===== src/design/tpsc_pkg.sv =====
// Shared types and constants for the tachometer period/speed P controller.
// No dependencies.
package tpsc_pkg;

   localparam int PERIOD_BITS = 24;
   localparam int SPEED_BITS  = 28;
   localparam int TARGET_BITS = 28;
   localparam int DRIVE_BITS  = 16;
   localparam int COUNT_BITS  = 5;

   localparam logic [SPEED_BITS-1:0] SPEED_NUMERATOR = 28'd200000000;

   // Error width: target minus speed with a sign bit.
   localparam int ERR_BITS = TARGET_BITS + 1;
   // Errors above this saturate the drive: 10486 * 400 / 64 > 65535.
   localparam int ERR_LOW_BITS = 14;
   localparam logic [TARGET_BITS-1:0] ERR_SAT_LIMIT = 28'd10485;
   localparam int GAIN_BITS = 9;
   localparam logic [GAIN_BITS-1:0] DRIVE_GAIN = 9'd400;
   localparam int DRIVE_SHIFT = 6;
   localparam int PROD_BITS = ERR_LOW_BITS + GAIN_BITS;

   // Last divider step index (one quotient bit per step).
   localparam logic [COUNT_BITS-1:0] DIV_LAST_STEP = 5'(SPEED_BITS - 1);

   typedef struct packed {
      logic load;       // take the capture word, start the divide
      logic div_step;   // one restoring divide step
      logic err_calc;   // form the speed error
      logic mul_calc;   // scale and clamp the drive
      logic out_load;   // move the result into the output register
   } cmd_type;

   typedef struct packed {
      logic div_last;   // current divide step is the final one
      logic out_free;   // output register can take a word this cycle
   } status_type;

endpackage


===== src/design/tpsc_ctrl.sv =====
// Sequencer for the tachometer P controller: accept, divide, error, drive, output.
// Depends on tpsc_pkg.
module tpsc_ctrl (
   input  logic                 clock,
   input  logic                 reset,
   input  logic                 req_valid,
   output logic                 req_stall,
   input  tpsc_pkg::status_type status,
   output tpsc_pkg::cmd_type    cmd
);

   localparam logic [2:0] ST_IDLE = 3'd0;
   localparam logic [2:0] ST_DIV  = 3'd1;
   localparam logic [2:0] ST_ERR  = 3'd2;
   localparam logic [2:0] ST_MUL  = 3'd3;
   localparam logic [2:0] ST_HOLD = 3'd4;

   logic [2:0] state_ff;
   logic [2:0] state_in;

   always_comb begin
      state_in  = state_ff;
      cmd       = '0;
      req_stall = 1'b1;
      unique case (state_ff)
         ST_IDLE: begin
            req_stall = 1'b0;
            if (req_valid) begin
               cmd.load = 1'b1;
               state_in = ST_DIV;
            end
         end
         ST_DIV: begin
            cmd.div_step = 1'b1;
            if (status.div_last) begin
               state_in = ST_ERR;
            end
         end
         ST_ERR: begin
            cmd.err_calc = 1'b1;
            state_in     = ST_MUL;
         end
         ST_MUL: begin
            cmd.mul_calc = 1'b1;
            state_in     = ST_HOLD;
         end
         ST_HOLD: begin
            if (status.out_free) begin
               cmd.out_load = 1'b1;
               state_in     = ST_IDLE;
            end
         end
         default: begin
            state_in = ST_IDLE;
         end
      endcase
   end

   always_ff @(posedge clock) begin
      if (reset) begin
         state_ff <= ST_IDLE;
      end else begin
         state_ff <= state_in;
      end
   end

endmodule


===== src/design/tpsc_dpath.sv =====
// Datapath: last capture, period, bit-serial speed divider, error and drive scaling,
// output register. Depends on tpsc_pkg.
module tpsc_dpath #(
   parameter int CAPTURE_BITS = 24
) (
   input  logic                                    clock,
   input  logic                                    reset,
   input  tpsc_pkg::cmd_type                       cmd,
   output tpsc_pkg::status_type                    status,
   input  logic [CAPTURE_BITS-1:0]                 req_capture_value,
   input  logic                                    csr_write_enable,
   input  logic [tpsc_pkg::TARGET_BITS-1:0]        csr_write_data,
   output logic                                    rsp_valid,
   input  logic                                    rsp_stall,
   output logic [tpsc_pkg::PERIOD_BITS-1:0]        rsp_period,
   output logic [tpsc_pkg::SPEED_BITS-1:0]         rsp_speed,
   output logic [tpsc_pkg::DRIVE_BITS-1:0]         rsp_drive
);

   logic [tpsc_pkg::TARGET_BITS-1:0]  target_ff;
   logic [CAPTURE_BITS-1:0]           last_capture_ff;
   logic [CAPTURE_BITS-1:0]           divisor_ff;
   logic [CAPTURE_BITS-1:0]           rem_ff;
   logic [CAPTURE_BITS-1:0]           rem_in;
   logic [tpsc_pkg::SPEED_BITS-1:0]   quo_ff;
   logic [tpsc_pkg::SPEED_BITS-1:0]   quo_in;
   logic [tpsc_pkg::COUNT_BITS-1:0]   count_ff;
   logic [tpsc_pkg::PERIOD_BITS-1:0]  period_ff;
   logic                              err_pos_ff;
   logic                              err_sat_ff;
   logic [tpsc_pkg::ERR_LOW_BITS-1:0] err_low_ff;
   logic [tpsc_pkg::DRIVE_BITS-1:0]   drive_ff;
   logic [tpsc_pkg::DRIVE_BITS-1:0]   drive_in;
   logic                              rsp_valid_ff;
   logic [tpsc_pkg::PERIOD_BITS-1:0]  rsp_period_ff;
   logic [tpsc_pkg::SPEED_BITS-1:0]   rsp_speed_ff;
   logic [tpsc_pkg::DRIVE_BITS-1:0]   rsp_drive_ff;

   logic [CAPTURE_BITS-1:0]           period_raw;
   logic [CAPTURE_BITS:0]             shifted;
   logic [CAPTURE_BITS+1:0]           diff;
   logic [tpsc_pkg::ERR_BITS-1:0]     err;
   logic [tpsc_pkg::PROD_BITS-1:0]    prod;

   // period modulo 2^CAPTURE_BITS
   assign period_raw = last_capture_ff - req_capture_value;

   // restoring divide step; remainder stays below the divisor
   assign shifted = {rem_ff, quo_ff[tpsc_pkg::SPEED_BITS-1]};
   assign diff    = {1'b0, shifted} - {2'b00, divisor_ff};

   always_comb begin
      if (!diff[CAPTURE_BITS+1]) begin
         rem_in = diff[CAPTURE_BITS-1:0];
         quo_in = {quo_ff[tpsc_pkg::SPEED_BITS-2:0], 1'b1};
      end else begin
         rem_in = shifted[CAPTURE_BITS-1:0];
         quo_in = {quo_ff[tpsc_pkg::SPEED_BITS-2:0], 1'b0};
      end
   end

   // quo_ff holds the speed once the divide is done
   assign err  = {1'b0, target_ff} - {1'b0, quo_ff};
   assign prod = tpsc_pkg::PROD_BITS'(err_low_ff) * tpsc_pkg::PROD_BITS'(tpsc_pkg::DRIVE_GAIN);

   always_comb begin
      if (!err_pos_ff) begin
         drive_in = '0;
      end else if (err_sat_ff) begin
         drive_in = '1;
      end else begin
         drive_in = prod[tpsc_pkg::DRIVE_SHIFT +: tpsc_pkg::DRIVE_BITS];
      end
   end

   assign status.div_last = (count_ff == '0);
   assign status.out_free = !rsp_valid_ff || !rsp_stall;

   always_ff @(posedge clock) begin
      if (reset) begin
         target_ff       <= '0;
         last_capture_ff <= '0;
         count_ff        <= '0;
         rsp_valid_ff    <= 1'b0;
      end else begin
         if (csr_write_enable) begin
            target_ff <= csr_write_data;
         end
         if (cmd.load) begin
            last_capture_ff <= req_capture_value;
            count_ff        <= tpsc_pkg::DIV_LAST_STEP;
         end else if (cmd.div_step) begin
            count_ff <= count_ff - 1'b1;
         end
         if (cmd.out_load) begin
            rsp_valid_ff <= 1'b1;
         end else if (!rsp_stall) begin
            rsp_valid_ff <= 1'b0;
         end
      end
   end

   always_ff @(posedge clock) begin
      if (cmd.load) begin
         period_ff  <= tpsc_pkg::PERIOD_BITS'(period_raw);
         divisor_ff <= (period_raw == '0) ? CAPTURE_BITS'(1) : period_raw;
         rem_ff     <= '0;
         quo_ff     <= tpsc_pkg::SPEED_NUMERATOR;
      end else if (cmd.div_step) begin
         rem_ff <= rem_in;
         quo_ff <= quo_in;
      end
      if (cmd.err_calc) begin
         err_pos_ff <= !err[tpsc_pkg::ERR_BITS-1] && (err != '0);
         err_sat_ff <= err[tpsc_pkg::TARGET_BITS-1:0] > tpsc_pkg::ERR_SAT_LIMIT;
         err_low_ff <= err[tpsc_pkg::ERR_LOW_BITS-1:0];
      end
      if (cmd.mul_calc) begin
         drive_ff <= drive_in;
      end
      if (cmd.out_load) begin
         rsp_period_ff <= period_ff;
         rsp_speed_ff  <= quo_ff;
         rsp_drive_ff  <= drive_ff;
      end
   end

   assign rsp_valid  = rsp_valid_ff;
   assign rsp_period = rsp_period_ff;
   assign rsp_speed  = rsp_speed_ff;
   assign rsp_drive  = rsp_drive_ff;

endmodule


===== src/design/tach_period_speed_p_controller.sv =====
// Top level of the tachometer period/speed proportional controller.
// Depends on tpsc_pkg, tpsc_ctrl and tpsc_dpath.
//
// Each input word is a down-counting timer capture taken at a rising tach edge.
// The block subtracts it from the previous capture (modulo 2^CAPTURE_BITS) to get
// the period, divides 200000000 by the period (zero period counts as one) to get
// the speed, and drives a PWM duty of (target - speed) * 400 / 64 clamped to
// 0..65535. One result word per input word. The first result after reset measures
// against a previous capture of zero. Each item passes in order through an accept
// step, the bit-serial restoring divider (one quotient bit a cycle), an error step,
// a multiply step and the load of the output register, and the next word can be
// taken only after that load. The load waits, and the item takes longer, while the
// previous result still sits in the output register under rsp_stall. The divider is
// the one shared unit, so the block works on one item at a time; req_stall is high
// from acceptance until the result enters the output register, and the output
// register lets a new word be taken while the last result still waits on rsp_stall.
// The user must write the target speed through csr_write_enable/csr_write_data only
// while the block is idle; the block itself does not enforce this.
module tach_period_speed_p_controller #(
   parameter int CAPTURE_BITS = 24
) (
   input  logic                               clock,
   input  logic                               reset,
   input  logic                               req_valid,
   output logic                               req_stall,
   input  logic [CAPTURE_BITS-1:0]            req_capture_value,
   output logic                               rsp_valid,
   input  logic                               rsp_stall,
   output logic [tpsc_pkg::PERIOD_BITS-1:0]   rsp_period,
   output logic [tpsc_pkg::SPEED_BITS-1:0]    rsp_speed,
   output logic [tpsc_pkg::DRIVE_BITS-1:0]    rsp_drive,
   input  logic                               csr_write_enable,
   input  logic [tpsc_pkg::TARGET_BITS-1:0]   csr_write_data
);

   tpsc_pkg::cmd_type    cmd;
   tpsc_pkg::status_type status;

   // sequencer
   tpsc_ctrl u_ctrl (
      .clock     (clock),
      .reset     (reset),
      .req_valid (req_valid),
      .req_stall (req_stall),
      .status    (status),
      .cmd       (cmd)
   );

   // period, divider, drive and output register
   tpsc_dpath #(
      .CAPTURE_BITS (CAPTURE_BITS)
   ) u_dpath (
      .clock             (clock),
      .reset             (reset),
      .cmd               (cmd),
      .status            (status),
      .req_capture_value (req_capture_value),
      .csr_write_enable  (csr_write_enable),
      .csr_write_data    (csr_write_data),
      .rsp_valid         (rsp_valid),
      .rsp_stall         (rsp_stall),
      .rsp_period        (rsp_period),
      .rsp_speed         (rsp_speed),
      .rsp_drive         (rsp_drive)
   );

endmodule


===== config.mk =====
export PLATFORM = sky130hd
export DESIGN_NAME = tach_period_speed_p_controller
export DESIGN_NICKNAME = d
export VERILOG_FILES = /design/src/design/tpsc_pkg.sv /design/src/design/tpsc_ctrl.sv /design/src/design/tpsc_dpath.sv /design/src/design/tach_period_speed_p_controller.sv
export SDC_FILE = /design/constraint.sdc
export NUM_CORES = 1
export LEC_CHECK = 0
export CAP_MARGIN = 15
export CORE_UTILIZATION = 53
export CTS_BUF_LIST = sky130_fd_sc_hd__clkbuf_2
export DETAILED_ROUTE_END_ITERATION = 12
export DONT_BUFFER_PORTS = 1
export HOLD_SLACK_MARGIN = 0.03
export PLACE_DENSITY = 0.65
export SYNTH_ARGS = -nofsm -noshare
export SYNTH_HDL_FRONTEND = slang
export SYNTH_HIERARCHICAL = 1
export SYNTH_SLANG_ARGS = --single-unit

===== constraint.sdc =====
create_clock -name clock -period 24.4 [get_ports clock]
set_input_delay 7.32 -clock clock [delete_from_list [all_inputs] [get_ports clock]]
set_output_delay 7.32 -clock clock [all_outputs]
set_load 0.005 [all_outputs]

==> run_results.csv, run 1 <==
group,metric,value,unit
clock_network,post_cts_resize_count,0,
critical_path,cp-end-kind,"register",
pwr,p_leak,6.76,nW
clock_network,clkSinkCount,261,
sta,tightestPinTransition,1.03,ns
logic_synthesis,post-synth-top-count-cell,"edfxtp_1",
critical_path,timing.critical_path.slowest_cell_delay,0.47,ns
sta,max-slew-margin-rel,0.312,
clock_network,clock_insertion_delay_worst_skew,0.88,ns
hold_path,hold_removal_path_class,"reg2reg",
grt,grt_max_degree,94,
clock_network,ctsHtreeMaxLevel,3,
logic_synthesis,post_synth_main_area_contributors,"edfxtp_1 30%, dfxtp_1 15%, ha_1 10%, mux2i_1 5.4%, inv_1 3.7%",
grt,grt_pass1_wl,50300,um
critical_path,timing.critical_path.from,"req_capture_value[10]",
final_layout,layout-area-overhead-vs-synth,6.98,%
die,core_area,0.0271,mm^2
logic_synthesis,synth_enable_flop_cells,148,
die,die_width,169,um
clock_network,tritoncts,"yes",
logic_synthesis,synth_top_area_cell,"edfxtp_1",
sta,hold_violations_final,0,
pwr,peak_vdd_ir,0.0472,mV
detailed_routing,routedWlPerCell,16.4,um
critical_path,worstPathCellList,"inv_1 -> ha_1 -> a21o_1 -> a21o_1 -> a211oi_4 -> a211oi_2 -> o31ai_1 -> a21oi_1 -> or4_1 -> nand3_2 -> o41ai_2",
die,pin_count,127,
pwr,power_density,104,mW/mm^2
logic_synthesis,synth_area,0.0147,mm^2
critical_path,worst_path_most_repeated_cell,"a21o_1",
sta,timing.final.max_slew_violations,0,
critical_path,r2r.worst_path.cells,15,
die,die_height,169,um
critical_path,reg2reg_from,"u_dpath/err_low_ff[3]",
die,rows,60,
logic_synthesis,synth_seq_area_share,0.456,
logic_synthesis,area_share_of_the_largest_cell_type_after_synthesis,0.302,
critical_path,cp_data_arrival_time,9.75,ns
clock_network,ctsHoldBuffers,0,
flow_run,cap_viol_max_count,0,
logic_synthesis,synth_cell_type_count,85,
final_layout,final_layout_size_suffix_gt1_frac,0.103,
detailed_routing,detail_route.first_pass.iterations,5,
detailed_routing,routed_length_on_met3,1750,um
logic_synthesis,synth-main-ff-cell,"edfxtp_1",
detailed_routing,dr_total_vias,10421,
sta,final.setup.worst_slack,15.20,ns
sta,timing.final.crit_share,0.377,
detailed_routing,drt-vias-per-instance,5.53,
critical_path,rr_endpoint,"u_dpath/drive_ff[14]",
grt,grt-ovfl-total,0,
sta,fin_worst_skew,0.105,ns
clock_network,clockRootBuffer,"clkbuf_2",
logic_synthesis,yosys_register_bits,261,
logic_synthesis,async_set_reset_flop_share_out_of_synthesis,0,
detailed_routing,route.antenna.remaining_nets,0,
critical_path,worstPathMaxFanout,6,
run_status,result_of_the_run,"completed",
critical_path,timing.reg2reg.setup_slack,20.54,ns
die,design.die.area,0.0284,mm^2
detailed_routing,route.top_layer_used,"met4",
critical_path,crit_path_end,"u_dpath/divisor_ff[0]",
logic_synthesis,post_synth_most_frequent_cells,"148 x edfxtp_1, 146 x inv_1, 142 x nor2_1, 121 x ha_1, 113 x dfxtp_1",
critical_path,crit_slowest_cell,"or4_1",
detailed_routing,drcViolationCount,0,
detailed_routing,finalWirelength,30900,um
die,floorplan.initialDensity,0.543,
sta,finalCriticalPeriod,9.20,ns
logic_synthesis,synthesis.area_per_instance,10.3,um^2
detailed_routing,wl_met2,14800,um
final_layout,fin_nets,1641,
logic_synthesis,synthesis.yosys.warnings,6,
clock_network,worst_setup_hold_path_clk_slew,0.09,ns
detailed_routing,wirelength_met1,13300,um
logic_synthesis,synthesis.instances,1421,
placement,dp_worst_setup_slack,14.38,ns
grt,antenna_found_initial,1,
logic_synthesis,syn_nets,1611,
placement,post-dp-hpwl,22300,um
sta,number_of_setup_violations_in_the_final_report,0,
critical_path,worst_setup_path_start_kind,"input pin",
grt,grt_pass1_vias,10171,
sta,setup_repair_after_global_routing_missed_its_margin,"no",
final_layout,fin_util,0.581,
critical_path,data_required_time_of_the_critical_path,24.95,ns
placement,port_buffers,0,
clock_network,cts_buffers,71,
detailed_routing,drt_initial_violations,515,
clock_network,clk_path_buf_depth,3,
sta,tns,0,ns
grt,grtUsageTotal,0.221,
clock_network,post-cts-setup-buffers,0,
final_layout,nFillCells,2358,
critical_path,path_class,"in2reg",
sta,fmaxAchievable,109,MHz
placement,place.gp.congestion,0.900,
-- state kept, by name, indices dropped and copies added (netlist names) --
register and flops:
u_dpath/quo_ff 28, u_dpath/rsp_speed 28, u_dpath/target_ff 28, u_dpath/divisor_ff 24, u_dpath/last_capture_ff 24, u_dpath/period_ff 24
u_dpath/rem_ff 24, u_dpath/rsp_period 24, u_dpath/drive_ff 16, u_dpath/rsp_drive 16, u_dpath/err_low_ff 14, u_dpath/count_ff 5
u_ctrl/state_ff 3, u_dpath/err_pos_ff 1, u_dpath/err_sat_ff 1, u_dpath/rsp_valid 1
-- area by class of cell --
cell class | count | area (um^2) | area share
antenna | 1 | 2.50 | 0.000159
clock buffer | 108 | 541 | 0.0344
clock inverter | 24 | 169 | 0.0107
inverter | 147 | 552 | 0.0351
multi-input combinational | 964 | 7250 | 0.461
sequential | 261 | 6710 | 0.426
tap | 372 | 465 | 0.0296
timing repair buffer | 6 | 48.8 | 0.00310
-- report_power, final --
group,switching [mW],internal [mW]
Sequential,0.0577,0.574
Clock,0.191,0.142
Combinational,0.396,0.275
-- per-stage QoR --
step,instance area [um^2],cells,hold slack [ns],total power [mW]
2_1_floorplan,14700,1421,0.400,1.17
3_3_place_gp,15000,1749,0.404,1.30
3_5_place_dp,15000,1749,0.406,1.31
4_1_cts,15700,1881,0.363,1.65
5_1_grt,15700,1883,0.341,1.76
6_report,15700,1883,0.389,1.64
-- layout by cell type, fill, tap and decap left out, drive strengths merged, types with 18 or more instances in the layout --
| cell | count |
|---|---|
| ha | 121 |
| edfxtp | 148 |
| xor2 | 37 |
| a21o | 31 |
| inv | 149 |
| dfxtp | 113 |
| a211oi | 19 |
| o21a | 27 |
| nand2 | 73 |
| o21ai | 44 |
| nor3 | 29 |
| nor2 | 144 |
| nand3 | 18 |
| clkinv | 19 |
| a21oi | 71 |
| xnor2 | 47 |
| mux2i | 79 |
| o211ai | 33 |
| clkbuf | 108 |
-- per-layer routing --
layer | vias up | track usage
met3 | 61 | 0.0589
met5 | - | 0
met4 | 0 | 0.0996
met2 | 249 | 0.369
li1 | 5220 | -
met1 | 4891 | 0.267
-- kinds of logic (layout without fill, tap and decap cells) --
logic type               count (synthesis)  after routing  share of synthesized area
AND/OR/NAND/NOR                        357            357                      0.117
AO/OA/AOI/OAI                          311            311                      0.152
flip-flops                             261            261                      0.456
buffers and inverters                  196            285                     0.0522
adder cells (fa/ha/maj)                133            133                      0.119
XOR/XNOR                                84             84                     0.0500
multiplexers                            79             79                     0.0538
other                                    0              1                          0
-- worst max-delay path, delay by kind of cell --
kind / cells / cell delay, ns
and+or+nand+nor: 2 / 0.59
adders and majority gates: 1 / 0.35
buffers and inverters: 1 / 0.02
AOI/OAI and AO/OA: 7 / 1.48
-- worst min path at each step --
stage | start | to | slack, ns | cells past startpoint
floorplan | u_dpath/drive_ff[0] | u_dpath/rsp_drive[0] | 0.40 | 0
global placement | u_dpath/drive_ff[14] | u_dpath/rsp_drive[14] | 0.40 | 0
detailed placement | u_dpath/period_ff[11] | u_dpath/rsp_period[11] | 0.41 | 0
CTS | u_dpath/period_ff[1] | u_dpath/rsp_period[1] | 0.36 | 0
global route | u_dpath/period_ff[1] | u_dpath/rsp_period[1] | 0.34 | 0
finish | u_dpath/period_ff[1] | u_dpath/rsp_period[1] | 0.39 | 0
(Power assumes the default switching activity.)
==> run 2: changes to the inputs <==
- clock period: 24.4 -> 9.55 ns (I/O delays scaled with it)
==> run 2 against run 1 <==
Largest cell class unchanged. Non-clock buffer count unchanged. Clock skew decreased by 0.0033 ns. Critical endpoint unchanged. Sequential share of layout area increased by 0.14 points. Critical path type unchanged. Global-route usage about the same. Highest routed layer unchanged. Die area unchanged. Clock power increased by 140%. Critical path depth unchanged. Setup slack got worse by 10 ns.
==> run_results.csv, run 2 (synthesis gave the netlist of run 1 again) <==
group,metric,value,unit
clock_network,clk_path_buf_depth,3,
detailed_routing,routedWlPerCell,16.4,um
critical_path,cp_data_arrival_time,5.30,ns
sta,hold_violations_final,0,
grt,busiest_layer,"met2",
clock_network,cts_buffers,70,
pwr,p_total,4.12,mW
grt,grt-ovfl-total,0,
final_layout,fin_nets,1640,
die,die_width,169,um
sta,max-slew-margin-rel,0.291,
final_layout,layout-area-overhead-vs-synth,6.63,%
critical_path,data_required_time_of_the_critical_path,10.11,ns
clock_network,post_cts_resize_count,0,
die,die_height,169,um
grt,grt_util_met3,0.0552,
detailed_routing,drt_initial_violations,529,
sta,timing.final.max_slew_violations,0,
sta,number_of_setup_violations_in_the_final_report,0,
pwr,p_leak,6.73,nW
final_layout,final_layout_size_suffix_gt1_frac,0.102,
hold_path,hold_removal_path_class,"reg2reg",
placement,placedInstanceArea,0.0150,mm^2
sta,tightestPinTransition,1.06,ns
sta,fmaxAchievable,211,MHz
die,floorplan.initialDensity,0.543,
critical_path,crit_slowest_cell,"or4_1",
die,design.die.area,0.0284,mm^2
clock_network,tritoncts,"yes",
detailed_routing,route.antenna.remaining_nets,0,
critical_path,worstPathCellList,"inv_1 -> ha_1 -> a21o_1 -> a21o_1 -> a211oi_4 -> a211oi_2 -> o31ai_1 -> a21oi_1 -> or4_1 -> nand3_2 -> o41ai_2",
detailed_routing,detail_route.first_pass.iterations,5,
critical_path,worstPathMaxFanout,6,
detailed_routing,drcViolationCount,0,
critical_path,cp-end-kind,"register",
clock_network,worst_setup_hold_path_clk_slew,0.10,ns
final_layout,stdcell_area,0.0157,mm^2
die,core_area,0.0271,mm^2
detailed_routing,dr_total_vias,10363,
critical_path,worst_setup_path_start_kind,"input pin",
critical_path,timing.critical_path.slowest_cell_delay,0.47,ns
detailed_routing,drt-vias-per-instance,5.51,
critical_path,path_class,"in2reg",
pwr,power_density,263,mW/mm^2
pwr,peak_vdd_ir,0.111,mV
grt,grt_pass1_vias,10205,
sta,finalCriticalPeriod,4.74,ns
critical_path,cp_num_buf_inv,1,
grt,grt_max_degree,94,
final_layout,fin_util,0.579,
grt,grtUsageMet1,0.265,
sta,setup_repair_after_global_routing_missed_its_margin,"no",
clock_network,clockRootBuffer,"clkbuf_2",
sta,tns,0,ns
final_layout,most-common-layout-cells,"148 x edfxtp_1, 146 x inv_1, 142 x nor2_1",
placement,place.gp.congestion,0.901,
clock_network,ctsHoldBuffers,0,
clock_network,post-cts-setup-buffers,0,
placement,placed_cells,1749,
critical_path,worst_path_most_repeated_cell,"a21o_1",
grt,grt_pass1_wl,50200,um
flow_run,cap_viol_max_count,0,
grt,grtUsageTotal,0.221,
placement,port_buffers,0,
grt,gr-usage-met2,0.375,
final_layout,finalNonFillerCells,1880,
detailed_routing,finalWirelength,30800,um
final_layout,final_common_cell,"edfxtp_1",
clock_network,ctsHtreeMaxLevel,3,
clock_network,clock_insertion_delay_worst_skew,0.86,ns
die,pin_count,127,
critical_path,path_delay_family,"compound AO/OA/AOI/OAI gates",
placement,post-dp-hpwl,22400,um
run_status,result_of_the_run,"completed",
sta,fin_worst_skew,0.101,ns
clock_network,clkSinkCount,261,
sta,timing.final.crit_share,0.497,
grt,antenna_found_initial,2,
die,rows,60,
## run 2: changes by cell type in the layout (fill, tap and decap cells not counted)
cell | before | now
clkbuf_2 | 108 | 104
clkinv_2 | 2 | 5
inv_6 | 3 | 0
clkinvlp_4 | 1 | 3
bufinv_16 | 2 | 1
clkinv_1 | 16 | 15
clkinv_4 | 1 | 0
diode_2 | 1 | 2
inv_2 | 0 | 1
## run 2: area by class of cell
type                    count  area, um^2
well taps                 372         465
fillers                  2372       11400
repair buffers              6        48.8
flip-flops and latches    261        6710
clock inverters            24         134
multi-input cells         964        7250
inverters                 147         552
diodes                      2        5.00
clock buffers             104         520
## run 2: worst paths after layout
check | slack, ns | endpoint | from | cells past startpoint
min | 0.34 | u_dpath/rsp_period[1] | u_dpath/period_ff[1] | 0
max reg2reg | 5.75 | u_dpath/drive_ff[14] | u_dpath/err_low_ff[3] | 15
max | 4.81 | u_dpath/divisor_ff[0] | req_capture_value[10] | 11
min reg2reg | 0.34 | u_dpath/rsp_period[1] | u_dpath/period_ff[1] | 0
## run 2: metal layers
layer,vias to the layer above,wire [um],part of all wire
met5,-,0,0
met4,0,936,0.030
met3,68,1920,0.062
met2,232,14900,0.48
met1,4860,13000,0.42
li1,5203,-,-
## run 2: report_power, final
| group | leakage [nW] | total [mW] | internal (mW) | switching (mW) |
|---|---|---|---|---|
| clock network | 0.492 | 0.787 | 0.321 | 0.466 |
| logic | 3.94 | 1.71 | 0.701 | 1.01 |
| registers | 2.29 | 1.62 | 1.47 | 0.151 |
## run 2: stage by stage
step	setup WS [ns]	hold WS [ns]
finish	4.81	0.343
global route	4.69	0.355
CTS	4.88	0.333
detailed placement	3.98	0.405
global placement	4.00	0.404
floorplan	1.33	0.400
==> run 3: changes to the inputs <==
- PLACE_DENSITY: 0.65 -> 0.68
- clock period: 9.55 -> 4.1 ns (I/O delays scaled with it)
==> run 3 against run 2 <==
Clock-buffer cell count is 4 higher. Clock power grew 140%. Critical path depth grew 4. Largest cell class unchanged.
==> run_results.csv, run 3 (synthesis gave the netlist of run 1 again) <==
group,metric,value,unit
run_status,result_of_the_run,"completed",
sta,number_of_setup_violations_in_the_final_report,0,
detailed_routing,dr_total_vias,10328,
detailed_routing,finalWirelength,30800,um
detailed_routing,drt-vias-per-instance,5.50,
die,floorplan.initialDensity,0.543,
sta,fin_worst_skew,0.0770,ns
flow_run,cap_viol_max_count,0,
critical_path,reg2reg_from,"u_dpath/err_low_ff[3]",
grt,grt_pass1_vias,10297,
pwr,comb_power_share,0.415,
final_layout,most-common-layout-cells,"148 x edfxtp_1, 146 x inv_1, 142 x nor2_1",
critical_path,worstPathMaxFanout,3,
die,core_area,0.0271,mm^2
clock_network,ctsHtreeMaxLevel,3,
critical_path,crit_path_end,"u_dpath/drive_ff[14]",
pwr,power.share.clock,0.196,
clock_network,tritoncts,"yes",
clock_network,clockRootBuffer,"clkbuf_2",
critical_path,data_required_time_of_the_critical_path,4.67,ns
pwr,internal_power,5.88,mW
pwr,power.share.switching,0.391,
grt,grt_max_degree,114,
sta,timing.final.crit_share,0.924,
sta,finalCriticalPeriod,3.79,ns
critical_path,path_class,"reg2reg",
grt,grt_pass1_wl,50500,um
die,design.die.area,0.0284,mm^2
detailed_routing,route.antenna.remaining_nets,0,
pwr,peak_vdd_ir,0.282,mV
sta,tightestPinTransition,1.11,ns
sta,whs,0.414,ns
clock_network,post-cts-setup-buffers,0,
critical_path,worst_setup_path_start_kind,"register",
critical_path,r2r.worst_path.cells,15,
critical_path,cp_data_arrival_time,4.36,ns
sta,tns,0,ns
grt,grt-ovfl-total,0,
grt,antenna_found_initial,1,
sta,setup_repair_after_global_routing_missed_its_margin,"no",
pwr,power_density,614,mW/mm^2
final_layout,fin_nets,1639,
sta,hold_violations_final,0,
die,die_height,169,um
placement,place.gp.congestion,0.928,
hold_path,hold_removal_path_class,"reg2reg",
pwr,net_switching_component_of_the_power,3.77,mW
final_layout,layout-area-overhead-vs-synth,6.83,%
clock_network,clock_insertion_delay_worst_skew,0.83,ns
die,rows,60,
clock_network,cts_buffers,70,
placement,post-dp-hpwl,22200,um
sta,max-slew-margin-rel,0.253,
clock_network,clkSinkCount,261,
pwr,part_of_the_power_in_registers,0.389,
critical_path,timing.reg2reg.setup_slack,0.31,ns
detailed_routing,drt_initial_violations,566,
critical_path,cp-end-kind,"register",
placement,dp_worst_setup_slack,0.168,ns
final_layout,final_common_cell,"edfxtp_1",
detailed_routing,drcViolationCount,0,
sta,timing.final.max_slew_violations,0,
die,die_width,169,um
detailed_routing,routedWlPerCell,16.4,um
placement,port_buffers,0,
sta,fmaxAchievable,264,MHz
detailed_routing,detail_route.first_pass.iterations,4,
critical_path,timing.critical_path.from,"u_dpath/err_low_ff[3]",
final_layout,fin_util,0.580,
clock_network,ctsHoldBuffers,0,
final_layout,final_layout_size_suffix_gt1_frac,0.102,
critical_path,rr_endpoint,"u_dpath/drive_ff[14]",
clock_network,worst_setup_hold_path_clk_slew,0.11,ns
grt,grtUsageTotal,0.222,
pwr,p_leak,6.74,nW
die,pin_count,127,
clock_network,clk_path_buf_depth,3,
sta,final.setup.worst_slack,0.312,ns
clock_network,post_cts_resize_count,0,
## run 3: changes by cell type in the layout (fill, tap and decap cells not counted), moves of 2 or more
cell,delta
clkinv_2,-3
clkbuf_2,+4
clkinvlp_4,-2
clkinv_1,-2
buf_4,-2
## run 3: worst min-delay path by stage
| stage | start | to | slack (ns) | cells after the start |
|---|---|---|---|---|
| after floorplan | u_dpath/drive_ff[0] | u_dpath/rsp_drive[0] | 0.40 | 0 |
| after global placement | u_dpath/drive_ff[13] | u_dpath/rsp_drive[13] | 0.40 | 0 |
| after detailed placement | u_dpath/drive_ff[9] | u_dpath/rsp_drive[9] | 0.40 | 0 |
| after CTS | reset | u_dpath/target_ff[22] | 0.37 | 1 |
| after global routing | reset | u_dpath/last_capture_ff[12] | 0.39 | 1 |
| final | u_dpath/period_ff[3] | u_dpath/rsp_period[3] | 0.41 | 0 |
## run 3: worst max-delay path: stages (launching register included)
cell and delay [ns]:
edfxtp_1 0.44, ha_1 0.31, ha_1 0.28, inv_1 0.05, fa_1 0.50, inv_1 0.04, ha_1 0.32, a21o_1 0.19
a21oi_1 0.21, o21bai_1 0.09, a21o_1 0.20, a21oi_1 0.19, o21ai_0 0.14, o41ai_1 0.33, xnor2_1 0.11, o21a_1 0.17
## run 3: layout make-up
class / count / area (um^2)
multi-input combinational: 964 / 7260
antenna: 1 / 2.50
inverter: 147 / 552
clock buffer: 108 / 541
fill: 2416 / 11400
timing repair buffer: 5 / 53.8
tap: 372 / 465
sequential: 261 / 6710
clock inverter: 19 / 135
## run 3: per-layer routing
metal,share of wire,global-route usage
met4,0.022,0.0874
met2,0.49,0.383
met3,0.054,0.0491
met5,0,0
met1,0.43,0.269
## run 3: power by group through the flow
stage / sequential, mW / combinational (mW) / clock [mW]
after CTS: 3.76 / 4.00 / 1.98
final: 3.76 / 4.01 / 1.89
after global routing: 3.82 / 4.50 / 2.11
after global placement: 3.81 / 3.90 / 0
after floorplan: 3.68 / 3.28 / 0
after detailed placement: 3.82 / 3.97 / 0
## run 3: stage by stage
stage               total power [mW]  area (um^2)  instances
global placement                7.71        15000       1748
finish                          9.65        15700       1877
detailed placement              7.79        15000       1748
CTS                             9.74        15700       1875
floorplan                       6.96        14700       1421
global route                    10.4        15700       1877
